$ cat src/hdl/bf3rgb_pkg.sv
// Constants, codes and stage types of the 3x3 box filter.
// No dependencies; used by all files but bf3rgb_ram and the assertion header.
package bf3rgb_pkg;

   localparam int MAX_WIDTH  = 2048;
   localparam int MAX_HEIGHT = 4096;

   localparam int NUM_CH = 3;
   localparam int CH_W   = 16;
   localparam int PIX_W  = NUM_CH * CH_W;

   // channel slots inside a packed pixel
   localparam int CH_RED   = 2;
   localparam int CH_GREEN = 1;
   localparam int CH_BLUE  = 0;

   localparam int COL_W  = $clog2(MAX_WIDTH);
   localparam int ROW_W  = $clog2(MAX_HEIGHT);
   localparam int EW_W   = $clog2(MAX_WIDTH + 1);
   localparam int EH_W   = $clog2(MAX_HEIGHT + 1);
   localparam int PEND_W = $clog2(MAX_WIDTH + 2);

   localparam int WREG_W    = 12;
   localparam int HREG_W    = 13;
   localparam int CSR_W     = 13;
   localparam int CSR_IDX_W = 1;

   localparam logic [WREG_W-1:0] WIDTH_RESET  = WREG_W'(640);
   localparam logic [HREG_W-1:0] HEIGHT_RESET = HREG_W'(480);

   // column sum of three rows per channel, full sum of nine plus rounding
   localparam int CS_W  = CH_W + 2;
   localparam int SUM_W = CH_W + 4;

   // divide by nine: q = (x * RECIP) >> RECIP_SHIFT, exact for x < 2**SUM_W
   localparam int RECIP_SHIFT = SUM_W + 3;
   localparam int RECIP_W     = SUM_W;
   localparam logic [RECIP_W-1:0] RECIP = RECIP_W'((2 ** RECIP_SHIFT + 8) / 9);
   localparam logic [SUM_W-1:0]   ROUND = SUM_W'(4);

   typedef enum logic [CSR_IDX_W-1:0] {
      CSR_IMAGE_WIDTH  = 1'b0,
      CSR_IMAGE_HEIGHT = 1'b1
   } csr_index_type;

   typedef enum logic {
      KIND_PIXEL = 1'b0,
      KIND_FLUSH = 1'b1
   } kind_type;

   typedef logic [NUM_CH-1:0][CH_W-1:0] pix_type;
   typedef logic [NUM_CH-1:0][CS_W-1:0] colsum_type;

   // word leaving the position counters, held while its line-buffer read is out
   typedef struct packed {
      logic             valid;
      logic             shift;
      logic             emit;
      logic             inner;
      logic             last;
      logic             too_small;
      logic [COL_W-1:0] col;
      pix_type          px;
   } s1_item_type;

   // word entering the averaging pipe
   typedef struct packed {
      logic       valid;
      logic       inner;
      logic       last;
      logic       too_small;
      pix_type    pix;
      colsum_type sum_a;
      colsum_type sum_b;
      colsum_type sum_c;
   } s2_item_type;

endpackage

$ cat src/hdl/bf3rgb_if.sv


interface bf3rgb_rsp_if;
   import bf3rgb_pkg::*;

   logic                  valid;
   logic                  ready;
   logic [CH_W-1:0]       out_red;
   logic [CH_W-1:0]       out_green;
   logic [CH_W-1:0]       out_blue;
   logic                  last_of_frame;
   logic                  too_small;

   modport source (output valid, out_red, out_green, out_blue, last_of_frame, too_small,
                   input ready);
   modport sink   (input valid, out_red, out_green, out_blue, last_of_frame, too_small,
                   output ready);
endinterface

$ cat src/hdl/bf3rgb_mean.sv
// Nine-pixel sum, divide by nine with rounding, and the response register.
// Depends on bf3rgb_pkg and the response interface.
module bf3rgb_mean (
   input  logic                    clock,
   input  logic                    reset,
   input  bf3rgb_pkg::s2_item_type s2_item,
   output logic                    s2_free,
   bf3rgb_rsp_if.source            rsp_chan
);
   import bf3rgb_pkg::*;

   typedef struct packed {
      logic                           valid;
      logic                           inner;
      logic                           last;
      logic                           too_small;
      pix_type                        pix;
      logic [NUM_CH-1:0][SUM_W-1:0]   sum;
   } s3_item_type;

   s2_item_type  s2_ff, s2_in;
   s3_item_type  s3_ff, s3_in;
   logic         s2_go, s3_go, s3_free, out_free;

   logic [NUM_CH-1:0][SUM_W+RECIP_W-1:0] prod;
   pix_type      quot;
   pix_type      out_sel;

   logic         rsp_valid_ff, rsp_valid_in;
   pix_type      out_pix_ff;
   logic         out_last_ff;
   logic         out_small_ff;

   assign out_free = !rsp_valid_ff || rsp_chan.ready;
   assign s3_go    = s3_ff.valid && out_free;
   assign s3_free  = !s3_ff.valid || s3_go;
   assign s2_go    = s2_ff.valid && s3_free;
   assign s2_free  = !s2_ff.valid || s2_go;

   assign s2_in = s2_free ? s2_item : s2_ff;

   always_comb begin
      s3_in = s3_ff;
      if (s3_free) begin
         s3_in.valid     = s2_go;
         s3_in.inner     = s2_ff.inner;
         s3_in.last      = s2_ff.last;
         s3_in.too_small = s2_ff.too_small;
         s3_in.pix       = s2_ff.pix;
         for (int ch = 0; ch < NUM_CH; ch++) begin
            s3_in.sum[ch] = SUM_W'(s2_ff.sum_a[ch]) + SUM_W'(s2_ff.sum_b[ch]) +
                            SUM_W'(s2_ff.sum_c[ch]) + ROUND;
         end
      end
   end

   // reciprocal multiply, one per channel
   always_comb begin
      for (int ch = 0; ch < NUM_CH; ch++) begin
         prod[ch] = (SUM_W + RECIP_W)'(s3_ff.sum[ch]) * (SUM_W + RECIP_W)'(RECIP);
         quot[ch] = CH_W'(prod[ch] >> RECIP_SHIFT);
      end
      out_sel = s3_ff.inner ? quot : s3_ff.pix;
   end

   assign rsp_valid_in = out_free ? s3_go : rsp_valid_ff;

   always_ff @(posedge clock) begin
      if (reset) begin
         s2_ff        <= '0;
         s3_ff        <= '0;
         rsp_valid_ff <= 1'b0;
      end else begin
         s2_ff        <= s2_in;
         s3_ff        <= s3_in;
         rsp_valid_ff <= rsp_valid_in;
      end
   end

   always_ff @(posedge clock) begin
      if (s3_go) begin
         out_pix_ff   <= out_sel;
         out_last_ff  <= s3_ff.last;
         out_small_ff <= s3_ff.too_small;
      end
   end

   assign rsp_chan.valid         = rsp_valid_ff;
   assign rsp_chan.out_red       = out_pix_ff[CH_RED];
   assign rsp_chan.out_green     = out_pix_ff[CH_GREEN];
   assign rsp_chan.out_blue      = out_pix_ff[CH_BLUE];
   assign rsp_chan.last_of_frame = out_last_ff;
   assign rsp_chan.too_small     = out_small_ff;
endmodule

$ cat src/flat_wrapper.sv
// flat-port wrapper written by rule: the top's interface ports become plain ports
module bf3rgb_mean_flat import bf3rgb_pkg::*;
  (clock, reset, s2_item, s2_free, rsp_chan_valid, rsp_chan_out_red, rsp_chan_out_green, rsp_chan_out_blue, rsp_chan_last_of_frame, rsp_chan_too_small, rsp_chan_ready);
  bf3rgb_rsp_if rsp_chan_i ();
  input  logic clock;
  input  logic reset;
  input  bf3rgb_pkg::s2_item_type s2_item;
  output logic s2_free;
  output wire logic [$bits(rsp_chan_i.valid)-1:0] rsp_chan_valid;
  output wire logic [$bits(rsp_chan_i.out_red)-1:0] rsp_chan_out_red;
  output wire logic [$bits(rsp_chan_i.out_green)-1:0] rsp_chan_out_green;
  output wire logic [$bits(rsp_chan_i.out_blue)-1:0] rsp_chan_out_blue;
  output wire logic [$bits(rsp_chan_i.last_of_frame)-1:0] rsp_chan_last_of_frame;
  output wire logic [$bits(rsp_chan_i.too_small)-1:0] rsp_chan_too_small;
  input wire logic [$bits(rsp_chan_i.ready)-1:0] rsp_chan_ready;
  assign rsp_chan_valid = rsp_chan_i.valid;
  assign rsp_chan_out_red = rsp_chan_i.out_red;
  assign rsp_chan_out_green = rsp_chan_i.out_green;
  assign rsp_chan_out_blue = rsp_chan_i.out_blue;
  assign rsp_chan_last_of_frame = rsp_chan_i.last_of_frame;
  assign rsp_chan_too_small = rsp_chan_i.too_small;
  assign rsp_chan_i.ready = rsp_chan_ready;
  bf3rgb_mean u_core (.clock(clock), .reset(reset), .s2_item(s2_item), .s2_free(s2_free), .rsp_chan(rsp_chan_i));
endmodule
$ cat config.mk
export PLATFORM = sky130hd
export DESIGN_NAME = bf3rgb_mean_flat
export DESIGN_NICKNAME = d
export VERILOG_FILES = /design/src/hdl/bf3rgb_pkg.sv /design/src/hdl/bf3rgb_if.sv /design/src/hdl/bf3rgb_mean.sv /design/src/flat_wrapper.sv
export SDC_FILE = /design/constraint.sdc
export NUM_CORES = 2
export LEC_CHECK = 0
export BUFFER_PORTS_ARGS = -buffer_cell sky130_fd_sc_hd__buf_4
export CAP_MARGIN = 10
export CORE_MARGIN = 2
export CORE_UTILIZATION = 55
export CTS_CLUSTER_DIAMETER = 200
export CTS_CLUSTER_SIZE = 10
export DETAILED_ROUTE_END_ITERATION = 16
export PLACE_DENSITY = 0.74
export SYNTH_ARGS = -nofsm -noshare
export SYNTH_HDL_FRONTEND = slang
export SYNTH_SLANG_ARGS = --single-unit
$ cat constraint.sdc
create_clock -name clock -period 11.7 [get_ports clock]
set_clock_uncertainty 0.1 [all_clocks]
set_input_delay 0.585 -clock clock [delete_from_list [all_inputs] [get_ports clock]]
set_output_delay 0.585 -clock clock [all_outputs]
set_load 0.02 [all_outputs]
==> summary by stage <==
Status
The flow ran to the end, and the final reports show no timing, DRC or antenna violations.

STA
Setup repair after global routing left no endpoint under its margin. The worst pin sits at a relative slew slack of 0.322. The number of failing hold endpoints at the final stage came to 0. The count of pins over their slew limit is 0. The setup violation total in the final timing report is 0.

For the pin with the worst max-slew slack, the measured transition is 1.02 ns. Timing would allow up to 161 MHz. After layout, the minimum clock period comes to about 6.2 ns.

In the finished design, the share of the clock period the worst path needs comes to 0.532. Adding up every negative setup slack in the final design gives 0 ns.

Setup path
The worst setup path is captured at a flop. The critical path class is reg -> reg. In this run the worst path has a maximum fanout of 5. Tracing the worst setup path back leads to its startpoint at u_core.s3_ff[1]. For the worst setup path, the data arrival time is approximately 6.5 ns. The internal reg-to-reg setup slack is 5.48 ns.

The launching point of the worst reg2reg path is u_core.s3_ff[1]. The critical path launch point type is a flop. At the worst endpoint, the required time is 11.94 ns.

Synth
The post-synthesis net count is 4,764. During synthesis, Yosys emitted a total of 0 warnings. Yosys mapped a number of flops with a built-in enable equal to 50.

By count the netlist is led by 686 x sky130_fd_sc_hd__nand2_1, 585 x sky130_fd_sc_hd__ha_1, 491 x sky130_fd_sc_hd__inv_1. The post-synthesis average cell area is 8.97 um2. sky130_fd_sc_hd__nand2_1 is the most common cell in the netlist. For this run, the register share of the synthesized area comes to 0.243.

After technology mapping, the gate count stands at 3,689. Of the post-synthesis cell area, the dominant cell type holds 0.221. The cell area that synthesis handed to floorplanning was approximately 33,000 um2. The largest total area in the synthesized netlist belongs to sky130_fd_sc_hd__ha_1.

After synthesis, the cell types taking the most area are sky130_fd_sc_hd__ha_1 22%, sky130_fd_sc_hd__dfxtp_1 20%, sky130_fd_sc_hd__fa_1 17%. The unique cell type count in the Yosys netlist is 85. The most used flip-flop cell after synthesis is sky130_fd_sc_hd__dfxtp_1.

For this run, asynchronously set or reset flops after synthesis account for 0. The number of synthesized register bits is 377.

Drt
The detailed router placed between 20,000 and 30,000 vias in this run. In the routed layout, each cell is associated on average with a via count of between 5 and 6. The number of search-and-repair iterations in the first detailed-routing pass is 5. The aggregate routed wire length is 79.0 mm.

The first-iteration detailed-routing DRC count is between 1,000 and 1,500. The number of nets still failing antenna checks after routing is 0. The DRC violation count after routing is 0. The average routed wire per standard cell is 16.9 um.

Clock network
The tree built by TritonCTS fans out to 377 sinks. The number of gates resized after cts is 0. The number of buffers between clock root and the deepest sink is 3.

Clock-pin slew was measured on the worst setup and hold paths at 0.06 ns. The number of hold buffers added after CTS is 0. The clock tree synthesis step divided the H-tree into 2 levels. TritonCTS built the clock tree.

The master cell of the clock root buffer is sky130_fd_sc_hd__clkbuf_16. The later-pin clock latency in the skew report is 0.60 ns. The setup fix buffers added after clock tree synthesis is 0. In this run, CTS created clock tree buffers numbering 43.

Finish
For this run, the post-layout net count is 4,965. From synthesis to final layout, the design area changed by 11.5%. The share of cells above drive strength 1 is 0.101.

Fill cells in the final layout number 5,159.

Die
The core area is 59,200 um2. The die extent in x is 249 um. The floorplan step defined a die boundary enclosing just over 60,000 um2. The number of ports placed on the die boundary is 269. The placement row count is 89.

The starting density of the core is 0.559. The die is 249 um tall.

GRT
The initial antenna violation count came to 4. Entering global routing, the biggest net connects 181 pins. The first global-routing pass estimated 128 mm of wire.

For this run, the total global-route usage over all layers was measured as 0.253. The via count of the first global-routing pass is ~25,000. Global routing finished with a remaining overflow of 0.

Run
The count of maximum capacitance violations is 0.

Place
The final RePlAce weighted congestion is 0.953. After legalization and detailed placement, the total HPWL measured 63.0 mm. The number of I/O port buffers is 268.

Hold path
In this run the worst hold path is classified as in -> reg. The start point of the worst min-delay path is s2_item[213].
## cells by family after synthesis
| kind of cell | after synthesis | synth area share |
|---|---|---|
| and+or+nand+nor | 947 | 0.119 |
| buffers and inverters | 615 | 0.0700 |
| xor gates and xnor gates | 147 | 0.0389 |
| DFF | 377 | 0.243 |
| muxes | 32 | 0.0108 |
| adders and majority gates | 858 | 0.386 |
| AOI/OAI and AO/OA | 713 | 0.132 |
## layout by cell type (no fill, tap or decap), drive strengths merged, types with 5 or more instances in the layout
master     n
a21oi    415
mux2      31
nor2b     10
clkbuf    54
a21o      71
o21bai    29
nand4     20
nand2    686
nand3     40
o21ai     50
nand2b     5
a221oi     6
edfxtp    50
o211ai    16
o2111ai    5
nor2      79
ha       585
dfxtp    327
xnor2     99
buf      278
o31ai     14
nor3      41
and2       8
or2        7
fa       273
inv      493
or3        9
and4       5
and3      19
xor2      48
a31oi     21
o21a      11
a211oi    21
## state kept, by name, indices dropped and copies added (netlist names)
name                           cells
u_core.s2_ff                     214
u_core.s3_ff                     112
u_core.rsp_chan.out_blue          16
u_core.rsp_chan.out_green         16
u_core.rsp_chan.out_red           16
u_core.rsp_chan.last_of_frame      1
u_core.rsp_chan.too_small          1
u_core.rsp_chan.valid              1
## area by class of cell
cell class | instances | area [um2] | area share
multi-input combinational | 2697 | 22800 | 0.616
sequential | 377 | 8050 | 0.218
timing repair buffer | 278 | 2110 | 0.0571
inverter | 493 | 1860 | 0.0503
clock buffer | 54 | 1120 | 0.0303
tap | 773 | 967 | 0.0262
clock inverter | 4 | 57.6 | 0.00156
antenna | 2 | 5.00 | 0.000136
## critical path, stage by stage, from the launching register on
cell	delay (ns)
sky130_fd_sc_hd__dfxtp_1	0.42
sky130_fd_sc_hd__inv_1	0.10
sky130_fd_sc_hd__fa_1	0.55
sky130_fd_sc_hd__inv_1	0.09
sky130_fd_sc_hd__ha_1	0.32
sky130_fd_sc_hd__inv_1	0.06
sky130_fd_sc_hd__fa_1	0.49
sky130_fd_sc_hd__inv_1	0.05
sky130_fd_sc_hd__fa_1	0.45
sky130_fd_sc_hd__fa_1	0.51
sky130_fd_sc_hd__inv_1	0.05
sky130_fd_sc_hd__fa_1	0.53
sky130_fd_sc_hd__inv_1	0.05
sky130_fd_sc_hd__ha_1	0.32
sky130_fd_sc_hd__a21oi_1	0.31
sky130_fd_sc_hd__o211ai_1	0.17
sky130_fd_sc_hd__a21oi_1	0.27
sky130_fd_sc_hd__o31a_1	0.23
sky130_fd_sc_hd__o21ai_2	0.12
sky130_fd_sc_hd__o211a_1	0.24
sky130_fd_sc_hd__or3_1	0.30
sky130_fd_sc_hd__a31o_2	0.25
## routing by layer
layer,track usage,vias to the layer above,part of all wire
li1,-,12704,-
met1,0.373,11769,0.50
met2,0.388,620,0.42
met3,0.0447,103,0.061
met4,0.0539,6,0.020
met5,0,-,0.00043
## through the flow
stage | std cells | area [um2] | hold slack (ns) | util | setup slack, ns
4_1_cts | 4676 | 36900 | 0.112 | 0.623 | 5.50
3_3_place_gp | 4618 | 35700 | 0.311 | 0.603 | 5.66
3_5_place_dp | 4618 | 35700 | 0.323 | 0.603 | 5.53
2_1_floorplan | 3689 | 33100 | 0.308 | - | 5.95
6_report | 4678 | 36900 | 0.140 | 0.623 | 5.48
5_1_grt | 4676 | 36900 | 0.121 | 0.623 | 5.13
## worst paths after layout
check,endpoint,cells past startpoint
max,u_core.rsp_chan.out_blue[13],21
min,u_core.s2_ff[213],3
max reg2reg,u_core.rsp_chan.out_blue[13],21
min reg2reg,u_core.s3_ff[103],2
Power is not shown: default switching activity piles up to over one toggle a cycle in this logic, so the estimate is an artifact.
