**config.mk**
```make
export PLATFORM = sky130hd
export DESIGN_NAME = bf3rgb_ctrl
export DESIGN_NICKNAME = d
export VERILOG_FILES = /design/src/hdl/bf3rgb_pkg.sv /design/src/hdl/bf3rgb_ctrl.sv
export SDC_FILE = /design/constraint.sdc
export NUM_CORES = 1
export LEC_CHECK = 0
export BUFFER_PORTS_ARGS = -buffer_cell sky130_fd_sc_hd__buf_2
export CAP_MARGIN = 10
export CORE_ASPECT_RATIO = 1.25
export CORE_MARGIN = 2
export CORE_UTILIZATION = 40
export DETAILED_ROUTE_END_ITERATION = 6
export MAX_ROUTING_LAYER = met4
export PLACE_DENSITY = 0.66
export REMOVE_ABC_BUFFERS = 1
export SLEW_MARGIN = 20
export SYNTH_ARGS = -nofsm -noshare
export SYNTH_HDL_FRONTEND = slang
export SYNTH_SLANG_ARGS = --single-unit
```
**constraint.sdc**
```tcl
create_clock -name clock -period 11 [get_ports clock]
set_clock_uncertainty 0.05 [all_clocks]
set_input_delay 1.65 -clock clock [delete_from_list [all_inputs] [get_ports clock]]
set_output_delay 1.65 -clock clock [all_outputs]
set_load 0.01 [all_outputs]
```
**src/hdl/bf3rgb_pkg.sv**
```systemverilog
// Constants, codes and stage types of the 3x3 box filter.
// No dependencies; used by all files but bf3rgb_ram and the assertion header.
package bf3rgb_pkg;

   localparam int MAX_WIDTH  = 2048;
   localparam int MAX_HEIGHT = 4096;

   localparam int NUM_CH = 3;
   localparam int CH_W   = 16;
   localparam int PIX_W  = NUM_CH * CH_W;

   // channel slots inside a packed pixel
   localparam int CH_RED   = 2;
   localparam int CH_GREEN = 1;
   localparam int CH_BLUE  = 0;

   localparam int COL_W  = $clog2(MAX_WIDTH);
   localparam int ROW_W  = $clog2(MAX_HEIGHT);
   localparam int EW_W   = $clog2(MAX_WIDTH + 1);
   localparam int EH_W   = $clog2(MAX_HEIGHT + 1);
   localparam int PEND_W = $clog2(MAX_WIDTH + 2);

   localparam int WREG_W    = 12;
   localparam int HREG_W    = 13;
   localparam int CSR_W     = 13;
   localparam int CSR_IDX_W = 1;

   localparam logic [WREG_W-1:0] WIDTH_RESET  = WREG_W'(640);
   localparam logic [HREG_W-1:0] HEIGHT_RESET = HREG_W'(480);

   // column sum of three rows per channel, full sum of nine plus rounding
   localparam int CS_W  = CH_W + 2;
   localparam int SUM_W = CH_W + 4;

   // divide by nine: q = (x * RECIP) >> RECIP_SHIFT, exact for x < 2**SUM_W
   localparam int RECIP_SHIFT = SUM_W + 3;
   localparam int RECIP_W     = SUM_W;
   localparam logic [RECIP_W-1:0] RECIP = RECIP_W'((2 ** RECIP_SHIFT + 8) / 9);
   localparam logic [SUM_W-1:0]   ROUND = SUM_W'(4);

   typedef enum logic [CSR_IDX_W-1:0] {
      CSR_IMAGE_WIDTH  = 1'b0,
      CSR_IMAGE_HEIGHT = 1'b1
   } csr_index_type;

   typedef enum logic {
      KIND_PIXEL = 1'b0,
      KIND_FLUSH = 1'b1
   } kind_type;

   typedef logic [NUM_CH-1:0][CH_W-1:0] pix_type;
   typedef logic [NUM_CH-1:0][CS_W-1:0] colsum_type;

   // word leaving the position counters, held while its line-buffer read is out
   typedef struct packed {
      logic             valid;
      logic             shift;
      logic             emit;
      logic             inner;
      logic             last;
      logic             too_small;
      logic [COL_W-1:0] col;
      pix_type          px;
   } s1_item_type;

   // word entering the averaging pipe
   typedef struct packed {
      logic       valid;
      logic       inner;
      logic       last;
      logic       too_small;
      pix_type    pix;
      colsum_type sum_a;
      colsum_type sum_b;
      colsum_type sum_c;
   } s2_item_type;

endpackage

```
**src/hdl/bf3rgb_ctrl.sv**
```systemverilog
// Size registers and frame position counters of the 3x3 box filter.
// Depends on bf3rgb_pkg.
module bf3rgb_ctrl (
   input  logic                              clock,
   input  logic                              reset,
   input  logic                              csr_we,
   input  logic [bf3rgb_pkg::CSR_IDX_W-1:0]  csr_index,
   input  logic [bf3rgb_pkg::CSR_W-1:0]      csr_wdata,
   input  logic                              accept,
   input  logic                              kind,
   input  bf3rgb_pkg::pix_type               px,
   output bf3rgb_pkg::s1_item_type           item
);
   import bf3rgb_pkg::*;

   logic [WREG_W-1:0] width_ff, width_in;
   logic [HREG_W-1:0] height_ff, height_in;
   logic [COL_W-1:0]  col_ff, col_in;
   logic [ROW_W-1:0]  row_ff, row_in;
   logic [PEND_W-1:0] pend_ff, pend_in;

   logic [EW_W-1:0]   eff_w;
   logic [EH_W-1:0]   eff_h;
   logic              frame_small;
   logic              at_last;
   logic              row_end;
   logic [PEND_W-1:0] pend_cap;
   logic [PEND_W-1:0] flush_k;
   logic [COL_W-1:0]  flush_col;

   // sizes as used: clamped to 1..max
   always_comb begin
      if (width_ff == '0) begin
         eff_w = EW_W'(1);
      end else if (32'(width_ff) > 32'(MAX_WIDTH)) begin
         eff_w = EW_W'(MAX_WIDTH);
      end else begin
         eff_w = EW_W'(width_ff);
      end
      if (height_ff == '0) begin
         eff_h = EH_W'(1);
      end else if (32'(height_ff) > 32'(MAX_HEIGHT)) begin
         eff_h = EH_W'(MAX_HEIGHT);
      end else begin
         eff_h = EH_W'(height_ff);
      end
   end

   assign frame_small = (eff_w < EW_W'(3)) || (eff_h < EH_W'(3));
   assign row_end     = (32'(col_ff) + 32'd1) >= 32'(eff_w);
   assign at_last     = ((32'(row_ff) + 32'd1) >= 32'(eff_h)) && row_end;

   // flush: column of the next drained pixel
   assign pend_cap  = (32'(pend_ff) > (32'(eff_w) + 32'd1)) ?
                      PEND_W'(32'(eff_w) + 32'd1) : pend_ff;
   assign flush_k   = PEND_W'(32'(eff_w) + 32'd1 - 32'(pend_cap));
   assign flush_col = (32'(flush_k) < 32'(eff_w)) ? COL_W'(flush_k) : '0;

   always_comb begin
      item      = '0;
      col_in    = col_ff;
      row_in    = row_ff;
      pend_in   = pend_ff;
      width_in  = width_ff;
      height_in = height_ff;

      if (kind_type'(kind) == KIND_PIXEL) begin
         item.valid     = 1'b1;
         item.shift     = !frame_small;
         item.emit      = frame_small || (row_ff >= ROW_W'(2)) ||
                          ((row_ff == ROW_W'(1)) && (col_ff >= COL_W'(1)));
         // output position is (row-1, col-1); never interior when col is 0
         item.inner     = !frame_small && (col_ff >= COL_W'(2)) && (row_ff >= ROW_W'(2)) &&
                          ((32'(row_ff) + 32'd1) <= 32'(eff_h)) &&
                          ((32'(col_ff) + 32'd1) <= 32'(eff_w));
         item.last      = frame_small && at_last;
         item.too_small = frame_small;
         item.col       = col_ff;
         item.px        = px;
      end else if (pend_ff != '0) begin
         item.valid     = 1'b1;
         item.shift     = 1'b1;
         item.emit      = 1'b1;
         item.last      = (pend_cap == PEND_W'(1));
         item.col       = flush_col;
         item.px        = '0;
      end

      if (accept) begin
         if (kind_type'(kind) == KIND_PIXEL) begin
            pend_in = '0;
            if (at_last) begin
               col_in = '0;
               row_in = '0;
               if (!frame_small) begin
                  pend_in = PEND_W'(32'(eff_w) + 32'd1);
               end
            end else if (row_end) begin
               col_in = '0;
               row_in = ROW_W'(32'(row_ff) + 32'd1);
            end else begin
               col_in = COL_W'(32'(col_ff) + 32'd1);
            end
         end else if (pend_ff != '0) begin
            pend_in = PEND_W'(32'(pend_cap) - 32'd1);
         end
      end

      if (csr_we) begin
         unique case (csr_index_type'(csr_index))
            CSR_IMAGE_WIDTH:  width_in  = csr_wdata[WREG_W-1:0];
            CSR_IMAGE_HEIGHT: height_in = csr_wdata[HREG_W-1:0];
         endcase
      end
   end

   always_ff @(posedge clock) begin
      if (reset) begin
         width_ff  <= WIDTH_RESET;
         height_ff <= HEIGHT_RESET;
         col_ff    <= '0;
         row_ff    <= '0;
         pend_ff   <= '0;
      end else begin
         width_ff  <= width_in;
         height_ff <= height_in;
         col_ff    <= col_in;
         row_ff    <= row_in;
         pend_ff   <= pend_in;
      end
   end
endmodule

```
==> results of run 1 <==
==> metrics by stage <==
stage / cells / total power [mW] / cell area (sq um)
floorplan: 810 / 0.583 / 6010
global placement: 1128 / 0.722 / 6930
detailed placement: 1128 / 0.724 / 6930
CTS: 1144 / 1.05 / 7260
global route: 1144 / 1.12 / 7260
finish: 1144 / 1.05 / 7260
==> critical path: cells and delay by family, from the launching register on <==
family          cells  cell delay (ns)
flops               1             0.36
simple gates       14             2.51
compound gates     14             2.67
xor+xnor            2             0.36
fa+ha+maj           5             1.38
buf+inv             5             0.74
==> final cells by class <==
| class | count | area share, % |
|---|---|---|
| Clock buffer | 11 | 3.20 |
| Clock inverter | 5 | 1.38 |
| Inverter | 38 | 1.96 |
| Multi-Input combinational cell | 712 | 64.2 |
| Sequential cell | 60 | 16.5 |
| Tap cell | 182 | 3.14 |
| Timing Repair Buffer | 136 | 9.54 |
==> power breakdown <==
group / switching (mW) / internal [mW] / total (mW)
Combinational: 0.286 / 0.198 / 0.484
Clock: 0.104 / 0.220 / 0.324
Sequential: 0.0177 / 0.229 / 0.246
==> cells by family (layout without fill, tap and decap cells) <==
family | count (synthesis) | after routing | synth area share (%)
muxes | 10 | 10 | 1.69
DFF | 60 | 60 | 19.5
AOI/OAI and AO/OA | 180 | 180 | 19.3
xor gates and xnor gates | 50 | 50 | 8.06
and+or+nand+nor | 410 | 410 | 34.2
buffers and inverters | 72 | 190 | 4.60
adders and majority gates | 62 | 62 | 12.6
==> how the worst max path moves through the flow <==
stage                          end  slack [ns]  depth (start not counted)
after global placement    item[56]        1.57                         40
after CTS                 item[56]        0.97                         40
after detailed placement  item[56]        1.35                         40
final                     item[56]        0.90                         40
after global routing      item[58]        0.22                         40
after floorplan           item[56]        2.31                         37
==> per-layer routing <==
| metal | share of wire (%) | vias to the layer above | wire [microns] |
|---|---|---|---|
| met5 | 0 | - | 0 |
| met4 | 3.9 | 0 | 756 |
| met3 | 6.6 | 46 | 1280 |
| met2 | 48 | 261 | 9240 |
| met1 | 41 | 2964 | 7960 |
| li1 | - | 3222 | - |
==> cells in the final DEF, fill, tap and decap left out, types with 22 or more instances in the layout <==
cell type and count:
dfxtp_1 60, nand3_1 33, ha_1 61, a21oi_1 55
xor2_1 22, nand2_1 133, xnor2_1 24, nor3_1 24
nor2b_1 59, inv_1 37, buf_2 131, o21ai_0 44
nor2_1 67
==> flip-flops by register name (all words and copies together) (netlist names) <==
| signal | count |
|---|---|
| width_ff | 12 |
| height_ff | 13 |
| row_ff | 12 |
| col_ff | 11 |
| pend_ff | 12 |
==> impl_metrics.csv, run 1 <==
group,metric,value,unit
worst_setup_path,regToRegSetupSlack,5.38,ns
synth,synth_top_area_share,19.5,%
grt,use_met2,39.4,%
sta,fin_crit_sh,91.8,%
pwr,ir_drop,0.0703,mV
synth,dominantRegCellSynth,"dfxtp_1",
synth,avgSynthCellArea,7.29,sq um
hold_path,hp-start,"col_ff[4]$_SDFFE_PP0P_",
finish,utilization,48.4,%
sta,period_needed,10.10,ns
worst_setup_path,r2r_end,"pend_ff[10]$_SDFFE_PP0P_",
sta,worst_pin_slew,0.933,ns
cts,ctsHoldBuffers,0,
cts,numCtsBuffers,9,
hold_path,hold-path-cell-count,2,
cts,cts-root-buf,"clkbuf_16",
finish,syn2layout_area_growth,18.1,%
run_status,status,"complete, no violations",
finish,seqCellArea,1200,sq um
synth,async_flop_share,0,%
sta,tns,0,ns
finish,antennaDiodeCount,0,
placement,dp_hpwl,14800,microns
worst_setup_path,max_stage_delay,0.41,ns
floorplanning,die_x,115,microns
grt,grt_pass1_wl,30100,microns
synth,synth_common_cells,"133 x nand2_1, 67 x nor2_1, 61 x ha_1, 60 x dfxtp_1, 59 x nor2b_1",
grt,grt_max_degree,68,
route,drtIter0Drc,491,
finish,multi_input_area,4670,sq um
synth,synth.largest_area_cell,"dfxtp_1",
sta,drv_slew,0,
cts,cts_resized,0,
finish,fin_nets,1085,
floorplanning,die_h,143,microns
grt,antenna_found_initial,0,
route,num_vias,6493,
synth,synth_most_common_cell,"nand2_1",
route,viasPerCell,5.68,
floorplanning,start_util,41.0,%
sta,maxSlewHeadroom,37.6,%
grt,grt.total_usage,23.9,%
route,wl_per_cell,16.8,microns
cts,cts_setup_buffers,0,
synth,ys_seq_area_share,19.5,%
pwr,leakage,3.31,nW
synth,synth.top_cells.by_area,"dfxtp_1 20%, ha_1 12%, nand2_1 8.1%",
worst_setup_path,crit_arrival,8.40,ns
route,ant_nets,0,
floorplanning,core,15000,sq um
route,drt_wl_total,19200,microns
grt,grt_use_met1,28.3,%
sta,max_clock_freq,99.0,MHz
synth,yosysUniqueCellTypes,73,
grt,gr-usage-met3,4.16,%
sta,rsz0062_at_grt,"no",
grt,grt_remaining_overflow,0,
worst_setup_path,crit_type,"reg -> out",
worst_setup_path,ff2ff_path_depth,25,
floorplanning,row_count,50,
sta,hold_ws,0.431,ns
worst_setup_path,slowest_stage,"nor2_1",
worst_setup_path,worstSetupStartpoint,"width_ff[5]$_SDFFE_PP0P_",
floorplanning,dieArea,16400,sq um
worst_setup_path,path_max_fanout,41,
sta,hold_viol,0,
synth,yosysWarnings,0,
grt,gr-max-usage-layer,"met2",
sta,finalWorstSetupSlack,0.897,ns
worst_setup_path,r2r-start,"width_ff[5]$_SDFFE_PP0P_",
placement,numPortBuffers,131,
pwr,p_per_area,145,nW/um^2
route,drtPass1Iterations,5,
hold_path,holdPathEnd,"col_ff[4]$_SDFFE_PP0P_",
worst_setup_path,crit_path_start_kind,"register",
finish,fill_cells,1470,
synth,syn_area,6150,sq um
finish,drive_gt1_share,17.6,%
cts,cts_tree,"yes",
cts,clock_latency,0.34,ns
cts,clkTransAtPathRegs,0.05,ns
synth,synth_seq_cells,60,
hold_path,hold_path_class,"reg -> reg",
job,max-cap-violations,0,
placement,place_congestion,0.979,
cts,clk_path_buf_depth,2,
floorplanning,ios,132,
cts,htree_levels,3,
synth,synth_edf_count,0,
worst_setup_path,required,9.30,ns
cts,clkSinkCount,60,
synth,synthCells,844,
route,drcViolationCount,0,
worst_setup_path,crit_top_cell,"nor2_1",
placement,pre_cts_slack,1.35,ns
grt,grt_pass1_vias,5814,
worst_setup_path,crit_path_end_kind,"output pin",
sta,final-setup-viol-count,0,
Power figures use the tool's default switching activity.
==> inputs of run 2 (changes only) <==
CELL_PAD_IN_SITES_DETAIL_PLACEMENT = 1   (was default)
CELL_PAD_IN_SITES_GLOBAL_PLACEMENT = 1   (was default)
PLACE_DENSITY = 0.86   (was 0.66)
==> run 2 against run 1 <==
Wire length increased by 16%. Critical path depth decreased by 4. Via count is 3.9% higher. Critical path type unchanged.
==> impl_metrics.csv, run 2 (synthesis gave the netlist of run 1 again) <==
group,metric,value,unit
route,viasPerCell,5.91,
worst_setup_path,slowest_stage,"o311a_1",
run_status,status,"complete, no violations",
finish,fill_cells,1982,
floorplanning,die_x,115,microns
cts,htree_levels,3,
worst_setup_path,crit_arrival,8.49,ns
sta,max_clock_freq,98.1,MHz
sta,fin_crit_sh,92.6,%
finish,regMostFlops,"height_ff",
placement,numPortBuffers,131,
pwr,p_per_area,147,nW/um^2
finish,largest_reg_flops,13,
worst_setup_path,worstSetupStartpoint,"width_ff[5]$_SDFFE_PP0P_",
floorplanning,core,15000,sq um
worst_setup_path,crit_buf_inv,3,
sta,final-setup-viol-count,0,
floorplanning,start_util,41.0,%
placement,place_congestion,0.982,
pwr,leakage,3.28,nW
route,drcViolationCount,0,
cts,cts_resized,0,
cts,clkTransAtPathRegs,0.06,ns
cts,numCtsBuffers,9,
worst_setup_path,crit_path_start_kind,"register",
floorplanning,dieArea,16400,sq um
placement,placed_cells,1126,
sta,period_needed,10.19,ns
route,drtIter0Drc,387,
worst_setup_path,crit_path_end_kind,"output pin",
cts,cts_setup_buffers,0,
sta,drv_slew,0,
cts,ctsHoldBuffers,0,
worst_setup_path,required,9.30,ns
finish,final_common_cell,"nand2_1",
finish,seqCellArea,1200,sq um
route,ant_nets,0,
sta,hold_viol,0,
finish,instances_no_fill,1142,
grt,antenna_found_initial,0,
route,wl_per_cell,19.5,microns
cts,cts-root-buf,"clkbuf_16",
worst_setup_path,cpLargestDelayFamily,"compound AO/OA/AOI/OAI gates",
cts,clkSinkCount,60,
sta,rsz0062_at_grt,"no",
grt,grt_pass1_wl,35300,microns
pwr,ir_drop,0.0896,mV
finish,drive_gt1_share,17.7,%
finish,fin_nets,1083,
worst_setup_path,path_max_fanout,41,
hold_path,hold_path_class,"reg -> reg",
worst_setup_path,crit_type,"reg -> out",
placement,dp_hpwl,17100,microns
job,max-cap-violations,0,
worst_setup_path,r2r-start,"width_ff[5]$_SDFFE_PP0P_",
finish,multi_input_area,4670,sq um
grt,grt.total_usage,27.9,%
sta,maxSlewHeadroom,37.3,%
finish,antennaDiodeCount,0,
floorplanning,die_h,143,microns
finish,syn2layout_area_growth,17.8,%
route,drtPass1Iterations,5,
pwr,fin_total_pwr,1.07,mW
cts,cts_tree,"yes",
sta,worst_pin_slew,0.937,ns
sta,tns,0,ns
worst_setup_path,crit_top_cell,"o21ai_0",
grt,grt_remaining_overflow,0,
floorplanning,row_count,50,
cts,clock_latency,0.35,ns
finish,layout_common_cells,"133 x nand2_1, 130 x buf_2, 66 x nor2_1",
floorplanning,ios,132,
route,num_vias,6745,
cts,clk_path_buf_depth,2,
grt,grt_pass1_vias,6818,
hold_path,hp-start,"height_ff[10]$_SDFFE_PP0P_",
grt,grt_max_degree,68,
route,drt_wl_total,22300,microns
worst_setup_path,max_stage_delay,0.40,ns
-- run 2: cell types whose count changed in the layout (fill, tap and decap cells not counted), sizes merged --
| cell | delta |
|---|---|
| bufinv | -1 |
| clkinvlp | +3 |
| buf | -2 |
| clkinv | -1 |
| clkbuf | -1 |
-- run 2: power breakdown --
group	leakage (nW)	switching (mW)	internal, mW
combinational	2.64	0.304	0.201
clock	0.151	0.112	0.204
sequential	0.490	0.0186	0.229
total	3.28	0.435	0.634
-- run 2: worst min-delay path, cell delays in order (launching register included) --
cell and delay, ns:
dfxtp_1 0.33, nand2_1 0.06, a21oi_1 0.05
-- run 2: per-layer routing --
| layer | wire length, microns | global-route usage, % | up-vias |
|---|---|---|---|
| met5 | 0 | - | - |
| met4 | 1190 | 15.0 | 0 |
| met3 | 1280 | 4.46 | 70 |
| met2 | 10900 | 46.2 | 219 |
| met1 | 8830 | 32.2 | 3238 |
| li1 | - | - | 3218 |
-- run 2: worst paths after layout --
path                            cells after the start                    endpoint  slack [ns]
worst max-delay path                               36                    item[48]        0.81
worst min-delay path                                2  height_ff[10]$_SDFFE_PP0P_        0.44
worst max register to register                     24    pend_ff[10]$_SDFFE_PP0P_        5.09
worst min register to register                      2  height_ff[10]$_SDFFE_PP0P_        0.44
-- run 2: layout make-up --
type                    instances  share of cell area, %
multi-input cells             712                   64.4
flip-flops and latches         60                   16.6
repair buffers                134                   9.39
clock buffers                  10                   3.30
well taps                     182                   3.14
inverters                      38                   1.97
clock inverters                 6                   1.21
-- run 2: metrics by stage --
stage                     hold slack, ns  area [sq um]  util, %  setup slack (ns)
after detailed placement           0.435          6920     46.1              1.12
final                              0.441          7250     48.3             0.809
after global routing               0.467          7250     48.3             0.148
after global placement             0.425          6920     46.1              1.33
after floorplan                    0.393          6010        -              2.31
after CTS                          0.444          7240     48.3             0.717
==> inputs of run 3 (changes only) <==
CORE_ASPECT_RATIO = default   (was 1.25)
==> run 3 against run 2 <==
Combinational power hardly changed. Critical path depth is 4 higher. Count of clock-buffer cells in the layout up 1. Global-route usage shrank 0.69 points. Sequential share of layout area about the same. Largest power group unchanged.
==> impl_metrics.csv, run 3 (synthesis gave the netlist of run 1 again) <==
group,metric,value,unit
worst_setup_path,path_max_fanout,41,
worst_setup_path,cpLargestDelayFamily,"compound AO/OA/AOI/OAI gates",
sta,fin_crit_sh,93.7,%
finish,antennaDiodeCount,0,
worst_setup_path,regToRegSetupSlack,5.23,ns
finish,multi_input_area,4670,sq um
sta,worst_pin_slew,0.914,ns
finish,drive_gt1_share,17.6,%
cts,numCtsBuffers,9,
sta,drv_slew,0,
worst_setup_path,crit_path_start_kind,"register",
worst_setup_path,max_stage_delay,0.45,ns
route,ant_nets,0,
floorplanning,die_h,128,microns
grt,antenna_found_initial,0,
floorplanning,ios,132,
pwr,leakage,3.28,nW
cts,clock_latency,0.34,ns
sta,hold_viol,0,
sta,maxSlewHeadroom,38.9,%
route,drtIter0Drc,406,
pwr,ir_drop,0.0770,mV
sta,tns,0,ns
grt,grt_remaining_overflow,0,
placement,place_congestion,0.897,
finish,final_common_cell,"nand2_1",
cts,cts_setup_buffers,0,
finish,fin_nets,1084,
cts,clkTransAtPathRegs,0.06,ns
worst_setup_path,slowest_stage,"nor2_1",
placement,dp_hpwl,17000,microns
placement,numPortBuffers,131,
grt,grt_max_degree,68,
sta,max_clock_freq,97.0,MHz
worst_setup_path,ff2ff_path_depth,25,
finish,syn2layout_area_growth,17.7,%
finish,layout_common_cells,"133 x nand2_1, 130 x buf_2, 67 x nor2_1",
worst_setup_path,cp.depth,40,
route,drtPass1Iterations,5,
cts,cts-root-buf,"clkbuf_16",
job,max-cap-violations,0,
finish,regMostFlops,"height_ff",
finish,utilization,48.0,%
finish,largest_reg_flops,13,
sta,rsz0062_at_grt,"no",
worst_setup_path,crit_path_end_kind,"output pin",
hold_path,hold_path_class,"reg -> reg",
worst_setup_path,required,9.30,ns
worst_setup_path,crit_buf_inv,5,
cts,clk_path_buf_depth,2,
route,drt_wl_total,22100,microns
worst_setup_path,crit_type,"reg -> out",
floorplanning,dieArea,16400,sq um
sta,period_needed,10.31,ns
floorplanning,row_count,45,
grt,grt_pass1_wl,34400,microns
route,wl_per_cell,19.2,microns
cts,ctsHoldBuffers,0,
floorplanning,start_util,40.8,%
pwr,p_per_area,145,nW/um^2
finish,fill_cells,1981,
cts,cts_resized,0,
hold_path,hold-path-cell-count,2,
route,drcViolationCount,0,
sta,final-setup-viol-count,0,
finish,seqCellArea,1200,sq um
route,viasPerCell,5.84,
cts,clkSinkCount,60,
cts,cts_tree,"yes",
cts,htree_levels,3,
route,num_vias,6707,
run_status,status,"complete, no violations",
grt,grt.total_usage,27.2,%
grt,grt_pass1_vias,6661,
worst_setup_path,crit_arrival,8.61,ns
floorplanning,core,15100,sq um
floorplanning,die_x,128,microns
==> run 3: area by class of cell <==
type,count,share of cell area (%)
clock buffers,11,3.35
clock inverters,5,0.847
inverters,38,1.97
well taps,188,3.25
repair buffers,135,9.51
multi-input cells,712,64.5
flip-flops and latches,60,16.6
==> run 3: worst register-to-register path, cell delays in order, from the launching register on <==
cell and delay [ns]:
dfxtp_1 0.37, nor4_1 0.32, nand3_1 0.14, nor2_1 0.10, nor2_1 0.05, nor2_1 0.09, buf_4 0.17, ha_1 0.27
nand3b_1 0.17, nor2_1 0.26, and3_1 0.23, xnor2_1 0.21, inv_1 0.11, ha_1 0.31, and2_1 0.18, a21o_1 0.18
o311a_1 0.39, o21a_4 0.36, nand2_1 0.16, o21ai_0 0.17, inv_1 0.16, ha_1 0.31, nand2_1 0.19, or2_0 0.25
a221oi_1 0.29, a211oi_1 0.12
==> run 3: metrics by stage <==
stage / cells / setup slack (ns) / total power [mW] / area, sq um / hold WS, ns
floorplan: 810 / 2.31 / 0.583 / 6010 / 0.393
CTS: 1149 / 0.794 / 1.05 / 7230 / 0.436
finish: 1149 / 0.695 / 1.05 / 7240 / 0.440
global route: 1149 / 0.0508 / 1.11 / 7240 / 0.462
global placement: 1133 / 1.56 / 0.733 / 6930 / 0.422
detailed placement: 1133 / 1.25 / 0.747 / 6930 / 0.428
==> run 3: final timing paths <==
check / startpoint / endpoint
max reg2reg: width_ff[5]$_SDFFE_PP0P_ / pend_ff[10]$_SDFFE_PP0P_
max: width_ff[5]$_SDFFE_PP0P_ / item[51]
min: height_ff[3]$_SDFFE_PP0P_ / height_ff[3]$_SDFFE_PP0P_
min reg2reg: height_ff[3]$_SDFFE_PP0P_ / height_ff[3]$_SDFFE_PP0P_
==> run 3: layer usage <==
metal / routed length (microns) / share of wire [%] / global-route usage, %
met1: 9190 / 42 / 31.3
met2: 11200 / 51 / 47.2
met3: 814 / 3.7 / 4.42
met4: 869 / 3.9 / 11.2
met5: 0 / 0 / -
==> run 3: power by group <==
part           internal [mW]  switching, mW
Clock                  0.182          0.115
Combinational          0.200          0.305
Sequential             0.229         0.0179
